===== src/rtl/i2a_pkg.sv =====
package i2a_pkg;

  // width of the value port and width actually converted
  localparam int unsigned InWidth    = 64;
  localparam int unsigned ValueWidth = 64;

  // digit counts for the widest value in each radix
  localparam int unsigned DecDigits = (ValueWidth * 30103) / 100000 + 1;
  localparam int unsigned HexDigits = (ValueWidth + 3) / 4;
  localparam int unsigned NumDigits = DecDigits;
  localparam int unsigned DigBits   = 4 * NumDigits;
  localparam int unsigned CntWidth  = $clog2(NumDigits + 1);
  localparam int unsigned BitWidth  = $clog2(ValueWidth);

  // radix select codes
  localparam logic CmdDec = 1'b0;
  localparam logic CmdHex = 1'b1;

  localparam logic [6:0] AsciiZero = 7'h30;
  localparam logic [6:0] AsciiA    = 7'h61;

  typedef struct packed {
    logic [InWidth-1:0] value;
    logic               command;
  } i2a_in_t;

  typedef struct packed {
    logic [6:0] digit_char;
    logic       last;
  } i2a_out_t;

  // one hex or bcd digit to its ascii character
  function automatic logic [6:0] digit_to_ascii(input logic [3:0] dig);
    logic [6:0] res;
    if (dig < 4'd10) begin
      res = AsciiZero + {3'b000, dig};
    end else begin
      res = AsciiA + {3'b000, dig} - 7'd10;
    end
    return res;
  endfunction

endpackage


===== src/rtl/integer_to_ascii_digits_core.sv =====
// Converts one unsigned value to its ASCII digits, decimal or lower-case hex,
// and sends them out most significant digit first without leading zeros; the
// final digit of each run carries last, and zero gives the single digit '0'.
// The block takes one item at a time and is not ready until the last digit of
// the run has been taken. A decimal item runs a shift-and-add-3 loop over all
// ValueWidth input bits that builds the BCD digits one input bit per cycle; a
// hex item loads its nibbles directly. Leading zeros are then dropped one
// digit per cycle (up to 19 decimal, 15 hex) before the run moves to output,
// and each digit is held on the output until it has been taken.
module integer_to_ascii_digits_core
  import i2a_pkg::*;
(
  input  logic     clk_i,
  input  logic     rst_ni,
  input  logic     in_valid_i,
  output logic     in_ready_o,
  input  i2a_in_t  in_data_i,
  output logic     out_valid_o,
  input  logic     out_ready_i,
  output i2a_out_t out_data_o
);

  localparam logic [1:0] StIdle  = 2'd0;
  localparam logic [1:0] StConv  = 2'd1;
  localparam logic [1:0] StStrip = 2'd2;
  localparam logic [1:0] StEmit  = 2'd3;

  logic [1:0]            state_q, state_d;
  logic [DigBits-1:0]    dig_q, dig_d;
  logic [ValueWidth-1:0] val_q, val_d;
  logic [BitWidth-1:0]   bit_q, bit_d;
  logic [CntWidth-1:0]   cnt_q, cnt_d;
  logic [DigBits-1:0]    dabble;
  logic [3:0]            top_dig;

  assign top_dig = dig_q[DigBits-1 -: 4];

  // add 3 to every bcd digit of five or more, then shift in the next bit
  always_comb begin
    logic [DigBits-1:0] adj;
    adj = dig_q;
    for (int i = 0; i < NumDigits; i++) begin
      if (dig_q[4*i +: 4] >= 4'd5) begin
        adj[4*i +: 4] = dig_q[4*i +: 4] + 4'd3;
      end
    end
    dabble = {adj[DigBits-2:0], val_q[ValueWidth-1]};
  end

  // sequencer
  always_comb begin
    state_d = state_q;
    dig_d   = dig_q;
    val_d   = val_q;
    bit_d   = bit_q;
    cnt_d   = cnt_q;
    unique case (state_q)
      StIdle: begin
        if (in_valid_i) begin
          val_d = in_data_i.value[ValueWidth-1:0];
          bit_d = BitWidth'(ValueWidth - 1);
          if (in_data_i.command == CmdHex) begin
            // hex digits left aligned in the digit register
            dig_d   = DigBits'(in_data_i.value[ValueWidth-1:0]) << (4 * (NumDigits - HexDigits));
            cnt_d   = CntWidth'(HexDigits);
            state_d = StStrip;
          end else begin
            dig_d   = '0;
            cnt_d   = CntWidth'(DecDigits);
            state_d = StConv;
          end
        end
      end
      StConv: begin
        dig_d = dabble;
        val_d = {val_q[ValueWidth-2:0], 1'b0};
        bit_d = bit_q - 1'b1;
        if (bit_q == '0) begin
          state_d = StStrip;
        end
      end
      StStrip: begin
        if (top_dig == 4'd0 && cnt_q > CntWidth'(1)) begin
          dig_d = {dig_q[DigBits-5:0], 4'd0};
          cnt_d = cnt_q - 1'b1;
        end else begin
          state_d = StEmit;
        end
      end
      StEmit: begin
        if (out_ready_i) begin
          dig_d = {dig_q[DigBits-5:0], 4'd0};
          cnt_d = cnt_q - 1'b1;
          if (cnt_q == CntWidth'(1)) begin
            state_d = StIdle;
          end
        end
      end
      default: state_d = StIdle;
    endcase
  end

  // control registers
  always_ff @(posedge clk_i or negedge rst_ni) begin
    if (!rst_ni) begin
      state_q <= StIdle;
      cnt_q   <= '0;
      bit_q   <= '0;
    end else begin
      state_q <= state_d;
      cnt_q   <= cnt_d;
      bit_q   <= bit_d;
    end
  end

  // datapath registers
  always_ff @(posedge clk_i) begin
    dig_q <= dig_d;
    val_q <= val_d;
  end

  // item handshakes
  assign in_ready_o            = (state_q == StIdle);
  assign out_valid_o           = (state_q == StEmit);
  assign out_data_o.digit_char = digit_to_ascii(top_dig);
  assign out_data_o.last       = (cnt_q == CntWidth'(1));

endmodule


===== config.mk =====
export PLATFORM = sky130hd
export DESIGN_NAME = integer_to_ascii_digits_core
export DESIGN_NICKNAME = d
export VERILOG_FILES = /design/src/rtl/i2a_pkg.sv /design/src/rtl/integer_to_ascii_digits_core.sv
export SDC_FILE = /design/constraint.sdc
export NUM_CORES = 1
export LEC_CHECK = 0
export BUFFER_PORTS_ARGS = -buffer_cell sky130_fd_sc_hd__buf_2
export CAP_MARGIN = 25
export CORE_UTILIZATION = 55
export CTS_CLUSTER_SIZE = 16
export DETAILED_ROUTE_END_ITERATION = 8
export PLACE_DENSITY = 0.74
export SETUP_SLACK_MARGIN = 0.5
export SYNTH_ARGS = -nofsm -noshare
export SYNTH_HDL_FRONTEND = slang
export SYNTH_SLANG_ARGS = --single-unit
export TNS_END_PERCENT = 30

===== constraint.sdc =====
create_clock -name clk_i -period 13.5 [get_ports clk_i]
set_clock_uncertainty 0.05 [all_clocks]
set_input_delay 0.675 -clock clk_i [delete_from_list [all_inputs] [get_ports clk_i]]
set_output_delay 0.675 -clock clk_i [all_outputs]
set_load 0.01 [all_outputs]

# Word level (Yosys, flattened, before mapping)
# Index checks and enable logic that the tools add are counted.
[classes] n_lt_le_gt_ge=22 multipliers=0 mux=42 eq_ne=10 add_sub_neg=25 n_div=0 reduce_logical=10 n_bitwise=0 shifts=0
[ops] operator="80-bit two-way mux" n=4
[ops] operator="80-bit case mux with 4 select lines" n=1
[ops] operator="64-bit case mux with 2 select lines" n=1
[ops] operator="4-bit by 3-bit greater-or-equal comparator with 1-bit output (second input constant)" n=20
[ops] operator="4-bit by 2-bit adder with 4-bit output (second input constant)" n=19
[ops] operator="4-bit two-way mux" n=19
[ops] operator="64-bit two-way mux" n=1
[ops] operator="5-bit two-way mux" n=3
[ops] operator="5-bit case mux with 3 select lines" n=1
[ops] operator="2-bit two-way mux" n=6
[ops] operator="6-bit case mux with 2 select lines" n=1
[ops] operator="2-bit != test (second input constant)" n=4
[ops] operator="2-bit case mux with 4 select lines" n=1
[ops] operator="6-bit by 4-bit adder with 7-bit output (first input constant)" n=1
[ops] operator="6-bit by 5-bit adder with 7-bit output (first input constant)" n=1
[ops] operator="7-bit two-way mux" n=1
[ops] operator="7-bit by 4-bit subtractor with 7-bit output (second input constant)" n=1
[ops] operator="6-bit zero test" n=1
[ops] operator="3-bit two-way mux" n=2
[ops] operator="6-bit two-way mux" n=1
[ops] operator="6-bit by 1-bit subtractor with 6-bit output (second input constant)" n=1
[ops] operator="5-bit by 1-bit equality test with 1-bit output (second input constant)" n=1
[ops] operator="5-bit by 1-bit > comparator with 1-bit output (second input constant)" n=1
[ops] operator="5-bit AND reduction" n=1
[ops] operator="other kinds (14)" n=16
[word_totals] out_inout_bits=10 memories=0 inputBits=69 word_cells=114 ff_bits=157 rom_bits=0 latchBits=0 ramBits=0

# Longest topological paths before layout
[depth] depth_word=4 mapped_depth=8 mapped_depth_nobuf=6

# Least setup slack after synthesis
# OpenSTA, ideal clock, no wires.
[synth_path] kind="flip-flop to flip-flop" from="register cnt_q[0]" to="register dig_q[0] (enable)" required_ns=12.905 path_buffers=0 arrival_time_ns=5.051 synth_period_minus_slack_ns=5.646 path_slack_ns=7.854 path_stages_with_launch=5 setup_time_ns=0.545 cell_sequence="dfrtp_1 -> ha_1 -> o21bai_1 -> a211o_1 -> a21oi_1"
[synth_between] elab_chain_len=4
[synth_lines] item="from (decl)" line="integer_to_ascii_digits_core.sv:32" text="logic [CntWidth-1:0] cnt_q, cnt_d;"
[synth_lines] item="from (signal assigned)" line="integer_to_ascii_digits_core.sv:111" text="cnt_q <= cnt_d;"
[synth_lines] item="5-bit by 1-bit > comparator with 1-bit output" line="integer_to_ascii_digits_core.sv:83" text="if (top_dig == 4'd0 && cnt_q > CntWidth'(1)) begin"
[synth_lines] item="1-bit logical AND" line="integer_to_ascii_digits_core.sv:83"
[synth_lines] item="2-bit != test (no line)"
[synth_lines] item="3-bit AND reduction (no line)"
[synth_lines] item="to (signal assigned)" line="integer_to_ascii_digits_core.sv:118" text="dig_q <= dig_d;"
[synth_lines] item="to (decl)" line="integer_to_ascii_digits_core.sv:29" text="logic [DigBits-1:0] dig_q, dig_d;"
# Every way passes these cells.
# A chain may end at the register's enable or synchronous reset.

# Final worst setup path
[layout_path] from="register state_q[0]" to="register val_q[49] (enable)"
[layout_between] elab_chain_len=3
[layout_lines] item="from (decl)" line="integer_to_ascii_digits_core.sv:28" text="logic [1:0] state_q, state_d;"
[layout_lines] item="from (signal assigned)" line="integer_to_ascii_digits_core.sv:106" text="state_q <= StIdle;"
[layout_lines] item="from (signal assigned)" line="integer_to_ascii_digits_core.sv:110" text="state_q <= state_d;"
[layout_lines] item="2-bit by 1-bit equality test with 1-bit output / 2-bit zero test (equally long branches)" line="integer_to_ascii_digits_core.sv:57" text="unique case (state_q)"
[layout_lines] item="2-bit nonzero test (no line) / 2-bit != test (equally long branches)"
[layout_lines] item="2-bit AND reduction (no line) *"
[layout_lines] item="to (signal assigned)" line="integer_to_ascii_digits_core.sv:119" text="val_q <= val_d;"
[layout_lines] item="to (decl)" line="integer_to_ascii_digits_core.sv:30" text="logic [ValueWidth-1:0] val_q, val_d;"
# Mark *: on every way between the ends. The rest lies on a longest branch, timed or not.

==> summary.txt <==
Layout
  • Share of layout cells above drive strength 1: 0.244
  • Number of inserted filler cells in the final layout: 1250
  • Net count of the finished layout: 970
  • Area of combinational cells with multiple inputs: slightly above 0.004 mm^2
  • Synth-to-layout area growth: 13.7%
  • Leading cell type in the layout, fill and taps excluded: sky130_fd_sc_hd__edfxtp_1
  • Post-route standard cell area excluding fillers: a little over 0.01 mm^2
  • Register area: 0.00465 mm^2
  • Commonest non-fill, non-tap cells in the layout: 144 x sky130_fd_sc_hd__edfxtp_1, 98 x sky130_fd_sc_hd__o21ai_0, 83 x sky130_fd_sc_hd__mux2_2, 77 x sky130_fd_sc_hd__buf_2, 64 x sky130_fd_sc_hd__a22oi_1

Timing
  • RSZ-0062 raised after global routing: no
  • Fmax: 0.366 GHz
  • Setup TNS after final layout: 0 ns
  • Actual slew at the worst max-slew pin: 0.845 ns
  • Max-slew violation total from the final report: 0
  • Minimum clock period after layout: 2.73 ns
  • Final hold violation count: 0
  • Setup-failing EPs final: 0
  • Share of the clock period used by the worst path: 0.202
  • Headroom to the max-slew limit: 0.437

Global routing
  • GRT Util Overall: 0.237
  • Met2 track demand over resource in global routing: 0.387
  • Met1 capacity usage during global routing: 0.311
  • Total gr overflow: 0
  • GR peak layer: met2
  • Pin count of the biggest net entering global routing: 83
  • Met3 usage: 0.0513
  • Number of antenna violations at the first check in global routing: 4
  • Via count of the first global-routing pass: 6349
  • First-pass GRT wire length: 30800 um

Synthesis
  • Async S/R FF share, synth: 0.0828
  • Primary FF master, synth: sky130_fd_sc_hd__edfxtp_1
  • Number of distinct library cell variants in the gate-level netlist after synthesis: 54
  • Netlist Area Pre-Place: a little over 0.009 mm^2
  • Number of synthesized flops with an enable pin: about 140
  • Post-Synthesis Cells: just under 800
  • Count of yosys warnings during synthesis: 0
  • Avg Cell Area, Syn: 11.6 um^2
  • Post-synthesis register bit count: 157
  • Proportion of synthesized chip area in sequential cells: 0.513
  • Synthesized netlist net count: 902

Critical path
  • Worst Path Class, Setup: flip-flop to flip-flop
  • Startpoint Class: flip-flop
  • Category of the worst setup path capture point: flip-flop
  • Worst path max stage delay: between 0.6 and 0.7 ns
  • Critical path fanouts, max: slightly below 80
  • Critical path cell sequence: inv_1 -> ha_1 -> nand2b_2 -> buf_4 -> nand2_2 -> buf_4
  • Cell repeated most along the worst path: sky130_fd_sc_hd__buf_4
  • Crit path arrival time: 2.73 ns
  • Data required, critical path: 13.50 ns
  • Worst path slowest cell: sky130_fd_sc_hd__buf_4

Drt
  • Avg WL per Cell: between 15 and 20 um
  • Starting DRT DRC Count: between 400 and 500
  • Post-route ant nets: 0
  • Post-route DRC: 0
  • DRT Wirelength: 19100 um
  • Via density per instance: between 5 and 6
  • First-pass iteration count of the detailed router: 5
  • Via total after detailed routing: ~6500

Power
  • Switching power: about 1.1 mW
  • Peak supply drop: 0.000164 V
  • Lkg Pwr: 3.79 nW
  • Clock power share: 0.176
  • Internal Power: 1.71 mW
  • Switching portion of total power: 0.384
  • Share of power burned in combinational logic: 0.433
  • Register share of total power: 0.391
  • Power density normalized to cell area: 269 mW/mm^2

Clock tree
  • Post-CTS setup repair buffer count: 0
  • Count of cells resized by post-cts repair: 0
  • Number of H-tree branching levels: 4
  • CTS Hold Bufs: 0
  • CTS buffer count: 17
  • Clock net sink count: 157
  • Maximum clock path buffer count: 2
  • Clock slew at reported path FFs: roughly 0.060 ns
  • Insertion delay to the later sink of the worst-skew pair: 0.42 ns
  • TritonCTS clock tree: done
  • Clock root buffer master: sky130_fd_sc_hd__clkbuf_16

Floorplanning
  • Effective utilization at floorplan: 0.567
  • Chip height: approximately 130 um
  • Number of primary I/O pins: 79
  • Number of rows created at floorplan: 46
  • Floorplan die width: 130 um
  • Area of the die: 0.0170 mm^2
  • Core outline area: 0.0160 mm^2

Min path
  • Hold Crit Class: input port to async pin

Run status
  • Outcome: complete, no violations

Placement
  • Number of buffers added on ports: 77
  • Placed instance area: a little under 0.01 mm^2
  • Half-perimeter wire length after detailed placement: 12400 um
  • Routability Congestion: 0.887

Job
  • Number of maximum-capacitance violations: 0
==> cells by family after synthesis <==
family,share of synthesized area
AND/OR/NAND/NOR,0.0832
XOR/XNOR,0.0213
adder cells (fa/ha/maj),0.0662
multiplexers,0.109
other,0.000414
flip-flops,0.513
buffers and inverters,0.0373
AO/OA/AOI/OAI,0.170
==> cell usage after synthesis (all sizes together) (13+ instances only) <==
| cell | instances | area share |
|---|---|---|
| edfxtp | 144 | 0.48 |
| a22oi | 64 | 0.053 |
| xnor2 | 21 | 0.020 |
| nand2 | 24 | 0.0099 |
| clkbuf | 24 | 0.010 |
| ha | 48 | 0.066 |
| nor3b | 37 | 0.031 |
| a21oi | 64 | 0.035 |
| nand2b | 24 | 0.017 |
| inv | 51 | 0.021 |
| o21ai | 100 | 0.056 |
| mux2 | 84 | 0.10 |
| nor2 | 19 | 0.0079 |
| dfrtp | 13 | 0.036 |
==> per-layer routing <==
layer | vias to the layer above | part of all wire | routed length, um
met1 | 3141 | 0.45 | 8660
met5 | - | 0.00042 | 8
met4 | 2 | 0.017 | 323
met2 | 183 | 0.48 | 9130
met3 | 28 | 0.050 | 958
li1 | 3099 | - | -
==> critical path: cells and delay by family (launching register included) <==
| family | cells | cell delay (ns) |
|---|---|---|
| adders and majority gates | 1 | 0.33 |
| and+or+nand+nor | 2 | 0.35 |
| DFF | 1 | 0.46 |
| buffers and inverters | 3 | 1.10 |
==> through the flow <==
step | utilization | hold slack, ns | setup slack [ns] | power, mW | std cells
floorplan | - | 0.329 | 7.85 | 1.97 | 785
global placement | 0.603 | 0.449 | 10.50 | 2.19 | 1048
detailed placement | 0.603 | 0.457 | 10.38 | 2.26 | 1048
CTS | 0.641 | 0.0765 | 10.35 | 2.76 | 1079
global route | 0.644 | 0.0887 | 10.63 | 2.98 | 1082
finish | 0.644 | 0.0835 | 10.77 | 2.77 | 1084
==> final timing paths <==
check | start | to | slack [ns] | depth (start not counted)
max | state_q[0] | val_q[49] | 10.77 | 6
min | rst_ni | cnt_q[2] | 0.08 | 1
max reg2reg | state_q[0] | val_q[49] | 10.77 | 6
min reg2reg | bit_q[0] | bit_q[0] | 0.47 | 1
max in group asynchronous | rst_ni | bit_q[5] | 13.08 | 1
min in group clk_i | bit_q[0] | bit_q[0] | 0.47 | 1
==> flip-flops by register name, indices dropped and copies added (netlist names) <==
| name | cells |
|---|---|
| bit_q | 6 |
| cnt_q | 5 |
| dig_q | 80 |
| state_q | 2 |
| val_q | 64 |
==> area by class of cell <==
type / instances / share of cell area
Multi-Input combinational cell: 542 / 0.399
Inverter: 51 / 0.0186
Clock inverter: 13 / 0.0163
Timing Repair Buffer: 84 / 0.0464
Clock buffer: 18 / 0.0416
Antenna cell: 3 / 0.000728
Sequential cell: 157 / 0.451
Tap cell: 216 / 0.0262
==> power by group through the flow <==
stage	sequential [mW]	combinational (mW)	clock (mW)
final	1.08	1.20	0.488
after global routing	1.11	1.35	0.516
after CTS	1.08	1.18	0.497
after detailed placement	1.09	1.17	0
after global placement	1.08	1.11	0
after floorplan	1.05	0.920	0
Note: power is estimated with default switching activity, not from simulation.
